$ cat config.mk
export PLATFORM = sky130hd
export DESIGN_NAME = bffa_ctrl
export DESIGN_NICKNAME = d
export VERILOG_FILES = /design/src/sv/bitmap_first_fit_allocator_assert.svh /design/src/sv/bffa_pkg.sv /design/src/sv/bffa_ctrl.sv
export SDC_FILE = /design/constraint.sdc
export NUM_CORES = 1
export LEC_CHECK = 0
export BUFFER_PORTS_ARGS = -buffer_cell sky130_fd_sc_hd__buf_2
export CORE_AREA = 2 2 39 41
export DETAILED_ROUTE_END_ITERATION = 6
export DIE_AREA = 0 0 41 43
export MAX_ROUTING_LAYER = met4
export SYNTH_ARGS = -nofsm -noshare
export SYNTH_HDL_FRONTEND = slang
export SYNTH_SLANG_ARGS = --single-unit
$ cat constraint.sdc
create_clock -name clock -period 1.1 [get_ports clock]
set_input_delay 0.11 -clock clock [delete_from_list [all_inputs] [get_ports clock]]
set_output_delay 0.11 -clock clock [all_outputs]
set_load 0.02 [all_outputs]
$ cat src/sv/bitmap_first_fit_allocator_assert.svh
// assertion macros for the bitmap first-fit allocator
`ifndef BITMAP_FIRST_FIT_ALLOCATOR_ASSERT_SVH
`define BITMAP_FIRST_FIT_ALLOCATOR_ASSERT_SVH

// same-cycle implication, off while reset is high
`define BFFA_ASSERT_IMPL(lbl, clk, rst, ante, cons) \
   lbl: assert property (@(posedge clk) disable iff (rst) (ante) |-> (cons)) \
      else $error("bffa assertion failed");

// next-cycle implication, off while reset is high
`define BFFA_ASSERT_NEXT(lbl, clk, rst, ante, cons) \
   lbl: assert property (@(posedge clk) disable iff (rst) (ante) |=> (cons)) \
      else $error("bffa assertion failed");

`endif

$ cat src/sv/bffa_pkg.sv
// package: sizes, codes, controller types and helper functions of the allocator
package bffa_pkg;

   localparam int NUM_BLOCKS = 65536;

   // bitmap word and summary geometry
   localparam int WBITS      = 6;
   localparam int WORD_W     = 1 << WBITS;
   localparam int NUM_WORDS  = (NUM_BLOCKS + WORD_W - 1) / WORD_W;
   localparam int NUM_GROUPS = (NUM_WORDS + WORD_W - 1) / WORD_W;
   localparam int GAW        = (NUM_GROUPS > 1) ? $clog2(NUM_GROUPS) : 1;
   localparam int WORD_AW    = GAW + WBITS;
   localparam int BM_DEPTH   = NUM_GROUPS * WORD_W;
   localparam int BLK_W      = GAW + 2 * WBITS;
   localparam int CNT_W      = $clog2(NUM_BLOCKS + 1);

   // field widths
   localparam int IDX_W       = 16;
   localparam int COUNT_W     = 17;
   localparam int REQ_TDATA_W = 16;
   localparam int REQ_TUSER_W = 1;
   localparam int RSP_TDATA_W = 40;
   localparam int RSP_TUSER_W = 2;

   localparam logic OP_ALLOC = 1'b0;
   localparam logic OP_FREE  = 1'b1;

   typedef enum logic [1:0] {
      ST_DONE  = 2'd0,
      ST_FULL  = 2'd1,
      ST_RANGE = 2'd2
   } status_type;

   typedef enum logic [2:0] {
      S_CLEAR,
      S_IDLE,
      S_A_GRP,
      S_A_WORD,
      S_A_BIT,
      S_F_CHK,
      S_F_UPD,
      S_OUT
   } ctrl_state_type;

   typedef struct packed {
      logic clear;
      logic capture;
      logic a_grp;
      logic a_word;
      logic a_bit;
      logic f_chk;
      logic f_upd;
      logic out_load;
   } cmd_type;

   typedef struct packed {
      logic clr_last;
      logic map_full;
      logic idx_bad;
      logic out_free;
   } sts_type;

   // lowest clear bit of a bitmap word
   function automatic logic [WBITS-1:0] first_zero_bit(input logic [WORD_W-1:0] v);
      logic [WBITS-1:0] r;
      r = '0;
      for (int i = WORD_W - 1; i >= 0; i--) begin
         if (!v[i]) begin
            r = WBITS'(i);
         end
      end
      return r;
   endfunction

   // lowest group that still has a free word
   function automatic logic [GAW-1:0] first_zero_grp(input logic [NUM_GROUPS-1:0] v);
      logic [GAW-1:0] r;
      r = '0;
      for (int i = NUM_GROUPS - 1; i >= 0; i--) begin
         if (!v[i]) begin
            r = GAW'(i);
         end
      end
      return r;
   endfunction

endpackage

$ cat src/sv/bffa_ctrl.sv
// controller state machine of the allocator
module bffa_ctrl (
   input  logic             clock,
   input  logic             reset,
   input  logic             req_tvalid,
   input  logic             req_op,
   input  bffa_pkg::sts_type sts,
   output logic             req_tready,
   output bffa_pkg::cmd_type cmd
);
   import bffa_pkg::*;

   ctrl_state_type state_ff;
   ctrl_state_type state_in;

   always_ff @(posedge clock) begin
      if (reset) begin
         state_ff <= S_CLEAR;
      end else begin
         state_ff <= state_in;
      end
   end

   always_comb begin
      state_in = state_ff;
      unique case (state_ff)
         S_CLEAR: begin
            if (sts.clr_last) state_in = S_IDLE;
         end
         S_IDLE: begin
            if (req_tvalid) state_in = (req_op == OP_FREE) ? S_F_CHK : S_A_GRP;
         end
         S_A_GRP: begin
            state_in = sts.map_full ? S_OUT : S_A_WORD;
         end
         S_A_WORD: state_in = S_A_BIT;
         S_A_BIT:  state_in = S_OUT;
         S_F_CHK: begin
            state_in = sts.idx_bad ? S_OUT : S_F_UPD;
         end
         S_F_UPD:  state_in = S_OUT;
         S_OUT: begin
            if (sts.out_free) state_in = S_IDLE;
         end
         default:  state_in = S_CLEAR;
      endcase
   end

   always_comb begin
      cmd        = '0;
      req_tready = 1'b0;
      unique case (state_ff)
         S_CLEAR:  cmd.clear = 1'b1;
         S_IDLE: begin
            req_tready  = 1'b1;
            cmd.capture = req_tvalid;
         end
         S_A_GRP:  cmd.a_grp  = 1'b1;
         S_A_WORD: cmd.a_word = 1'b1;
         S_A_BIT:  cmd.a_bit  = 1'b1;
         S_F_CHK:  cmd.f_chk  = 1'b1;
         S_F_UPD:  cmd.f_upd  = 1'b1;
         S_OUT:    cmd.out_load = sts.out_free;
         default:  cmd = '0;
      endcase
   end

endmodule

=== Word-level counts from Yosys, hierarchy flattened ===
Index checks and enable logic that the tools add are counted.

* Register bits after elaboration: 3
* Output and inout port bits: 9
* Word-level logic and storage cells: 30

* Equality and inequality tests: 10
* Multiplexer cells: 16
* Reduce and logical (&&, ||, !) cells: 3

{| class="wikitable"
|+ Operators by type and width
! cell !! count
|-
| one-hot mux 3 bit (7 select lines) || 1
|-
| 2-to-1 mux 3 bit || 5
|-
| equality test 3 bit (second input constant) || 4
|-
| 2-to-1 mux 1 bit || 10
|-
| equality test 3 x 2 -> 1 bit (second input constant) || 2
|-
| != test 2 bit (second input constant) || 3
|-
| equality test 3 x 1 -> 1 bit (second input constant) || 1
|-
| zero test 3 bit || 1
|-
| AND reduction 3 bit || 1
|-
| OR reduction 2 bit || 1
|}

=== Depth between registers and ports, before layout ===
* Depth in word-level cells: 3
* Gate-level depth with buffers: 4

=== Worst setup path before layout ===
No wires, ideal clock.

* Path type: reg2out
* Start point: register state_ff[2]
* End point: output port cmd[1] (netlist bit)
* Data arrival time: 1,048 ps
* Slack: -58 ps
* Stages on the path, launching flop included: 4
* Path through: dfxtp_1 > buf_4 > inv_1 > nor3b_1

{| class="wikitable"
|+ RTL lines
! what !! RTL line !! source
|-
| from (decl) || bffa_ctrl.sv:13 || <nowiki>ctrl_state_type state_ff;</nowiki>
|-
| from (signal assigned) || bffa_ctrl.sv:20 || <nowiki>state_ff <= state_in;</nowiki>
|-
| to (decl) || bffa_ctrl.sv:9 || <nowiki>output bffa_pkg::cmd_type cmd</nowiki>
|}

==> impl_summary.log <==
INFO  metric slew-limit-headroom = 0.843
INFO  metric syn_area = 267 µm²
INFO  metric timing.clock.skew = 0.00374 ns
INFO  metric area_taken_by_multi_input_logic_gates = 229 µm²
INFO  metric power_density = 1400 mW/mm²
INFO  metric synth-seq-cells = 3
INFO  metric postSynthNetCount = 40
INFO  metric met3_length = 65 µm
INFO  metric timing.fmax = 856 MHz
INFO  metric placedInstanceArea = 372 µm²
INFO  metric final-seq-area = 71.3 µm²
INFO  metric largest_reg_flops = 3
INFO  metric met2WireLength = 438 µm
INFO  metric overflow = 0
INFO  metric dp_hpwl = 545 µm
INFO  metric syn_inst_count = 32
INFO  metric cts-buffers-inserted = 3
INFO  metric rows = 14
INFO  metric cts.sinks = 3
INFO  metric setup_slack = -0.0681 ns
INFO  metric fp.dieH = 43 µm
INFO  metric layout_min_cycle_time = 1.17 ns
INFO  metric tightestPinTransition = 0.236 ns
INFO  metric via_count_of_the_first_global_routing_pass = 303
INFO  metric clkSlewWorstSetupHoldPaths = 0.04 ns
INFO  metric design.portCount = 17
INFO  metric core-area = 0.00138 mm²
INFO  metric synthDistinctLibCells = 19
INFO  metric timing.critical_path.required = 0.99 ns
INFO  metric placement.setup.worst_slack = -0.0143 ns
INFO  metric worstHoldPathType = in -> reg
INFO  metric route.detailed.vias_per_inst = 4.64
INFO  metric fp.dieW = 41 µm
INFO  metric violations = setup timing
INFO  metric cts_tree = done
INFO  metric reg_top3 = state_ff: 3 flops
INFO  metric path_max_fanout = 8
INFO  metric clock_latency = 0.24 ns
INFO  metric start_util = 0.193
INFO  metric total_global_routing_track_utilization = 0.103
INFO  metric finalNetCount = 65
INFO  metric cts_hold_buf = 0
INFO  metric fillCellCount = 141
INFO  metric ys_seq_area_frac = 0.225
INFO  metric ctsLongestPathBuffers = 2
INFO  metric portBuffers = 16
INFO  metric peakVddDrop = 477 µV
INFO  metric wire_length_of_the_first_global_routing_pass = 1120 µm
INFO  metric max_flop_register = state_ff
INFO  metric antenna_found_initial = 0
INFO  metric ys.warnings.count = 0
INFO  metric sequential_share_of_power = 0.237
INFO  metric sw_frac = 0.378
INFO  metric wl_per_cell = 11.3 µm
INFO  metric timing.final.crit_share = 1.06
INFO  metric m1WireLength = 306 µm
INFO  metric critical_path_arrival = 1.06 ns
INFO  metric setup_violations = 8
INFO  metric hold_path_startpoint = reset
INFO  metric timing.hold.ws = 0.0545 ns
INFO  metric number_of_antenna_diodes = 0
INFO  metric rsz_0062_raised_after_global_routing = true
INFO  metric timing.final.max_slew_violations = 0
INFO  metric power.share.combinational = 0.502
INFO  metric drt-total-wl = 815 µm
INFO  metric power_frac_clock = 0.261
INFO  metric run_status = complete, but fails checks
INFO  metric via_count = 334
INFO  metric layout-drive-gt1-share = 0.786
INFO  metric worstSetupPathType = reg -> out
INFO  metric power_switching = 292 µW
INFO  metric routabilityCongestion = 0.691
INFO  metric maxUsedRoutingLayer = met4
INFO  metric startpoint_type = register
INFO  metric die_area = 0.00176 mm²
INFO  metric timing.max_cap.violations = 0
INFO  metric drc = 0
INFO  metric power_report.internal_total = 479 µW
INFO  metric area.growth.synth_to_final = 107%
INFO  metric post-route-cell-area = 551 µm²
INFO  metric cts.root.buffer_cell = sky130_fd_sc_hd__clkbuf_4
INFO  metric final_antenna_net_count = 0
INFO  metric startpoint = state_ff[0]
INFO  metric first_iter_violations = 3
INFO  metric synth_area_per_cell = 8.33 µm²
INFO  metric endpoint_class_of_the_critical_path = output port
INFO  metric drt-pass1-iter-count = 4
INFO  metric h_tree_levels = 1
INFO  metric r2r-start = state_ff[0]
INFO  metric hold_viol_final = 0
INFO  metric p_leak = 0.000246 µW
INFO  metric pin_count_of_the_biggest_net_entering_global_routing = 10
final cells by class:
cell class | count | share of cell area
multi-input cells | 24 | 0.416
repair buffers | 23 | 0.357
flip-flops and latches | 3 | 0.130
clock buffers | 4 | 0.0477
well taps | 16 | 0.0364
inverters | 2 | 0.0136
cells in the final DEF, fill, tap and decap left out, types with 2 or more instances in the layout:
master / Yosys / routed
sky130_fd_sc_hd__buf_2: 0 / 7
sky130_fd_sc_hd__buf_4: 1 / 5
sky130_fd_sc_hd__buf_6: 2 / 11
sky130_fd_sc_hd__clkbuf_4: 0 / 3
sky130_fd_sc_hd__dfxtp_4: 0 / 3
sky130_fd_sc_hd__nand2_1: 2 / 2
sky130_fd_sc_hd__nor2_1: 5 / 2
sky130_fd_sc_hd__nor2_4: 0 / 3
sky130_fd_sc_hd__nor3_4: 0 / 2
sky130_fd_sc_hd__nor3b_2: 0 / 2
critical path, stage by stage, from the launching register on:
cell and delay, ns:
sky130_fd_sc_hd__dfxtp_4 0.38, sky130_fd_sc_hd__buf_6 0.13, sky130_fd_sc_hd__nor3b_2 0.15, sky130_fd_sc_hd__buf_4 0.16
cells by family (layout without fill, tap and decap cells):
| kind of cell | Yosys count | in the layout | share of synthesized area |
|---|---|---|---|
| buffers and inverters | 5 | 29 | 0.141 |
| AND/OR/NAND/NOR | 18 | 18 | 0.408 |
| AO/OA/AOI/OAI | 6 | 6 | 0.225 |
| flip-flops | 3 | 3 | 0.225 |
layer usage:
layer / track usage / up-vias
li1: - / 159
met1: 0.0897 / 161
met2: 0.156 / 12
met3: 0.0366 / 2
met4: 0.100 / 0
met5: - / -
power groups by stage:
stage	sequential, µW	combinational [µW]	clock (µW)
floorplan	133	217	0
global placement	168	243	0
detailed placement	171	247	0
CTS	177	353	209
global route	187	416	211
finish	183	387	201
cell usage after synthesis, drive strengths merged:
library cell  n  area [µm²]
a2111oi       1        15.0
buf           3        30.0
dfxtp         3        60.1
inv           2        7.51
nand2         3        18.8
nand2b        1        13.8
nand3         1        10.0
nor2          6        25.0
nor2b         1        6.26
nor3          4        20.0
nor3b         2        15.0
o211a         1        10.0
o211ai        1        12.5
o21ai         1        5.00
o21bai        1        7.51
o311a         1        10.0
per-stage QoR:
step                      total power (µW)  cells   util  TNS, ns
after global placement                 411     65  0.269        0
after global routing                   814     72  0.398   -0.686
after floorplan                        350     32      -        0
final                                  770     72  0.398   -0.321
after CTS                              739     72  0.373   -0.370
after detailed placement               418     65  0.269  -0.0143
path summary, 6_finish.rpt:
path | slack (ns) | depth (start not counted) | end
setup / recovery | -0.07 | 3 | cmd[1]
hold / removal | 0.05 | 2 | state_ff[2]
setup reg to reg | 0 | 4 | state_ff[0]
hold reg to reg | 0.54 | 2 | state_ff[2]
what timing repair did:
action | 4_1_cts | 5_1_grt
setup endpoints to repair | 10 | 10
gates cloned | 0 | 0
resized for setup | 31 | 8
pin swaps | 4 | 4
buffers inserted | 3 | 0
Note: power is estimated with default switching activity, not from simulation.
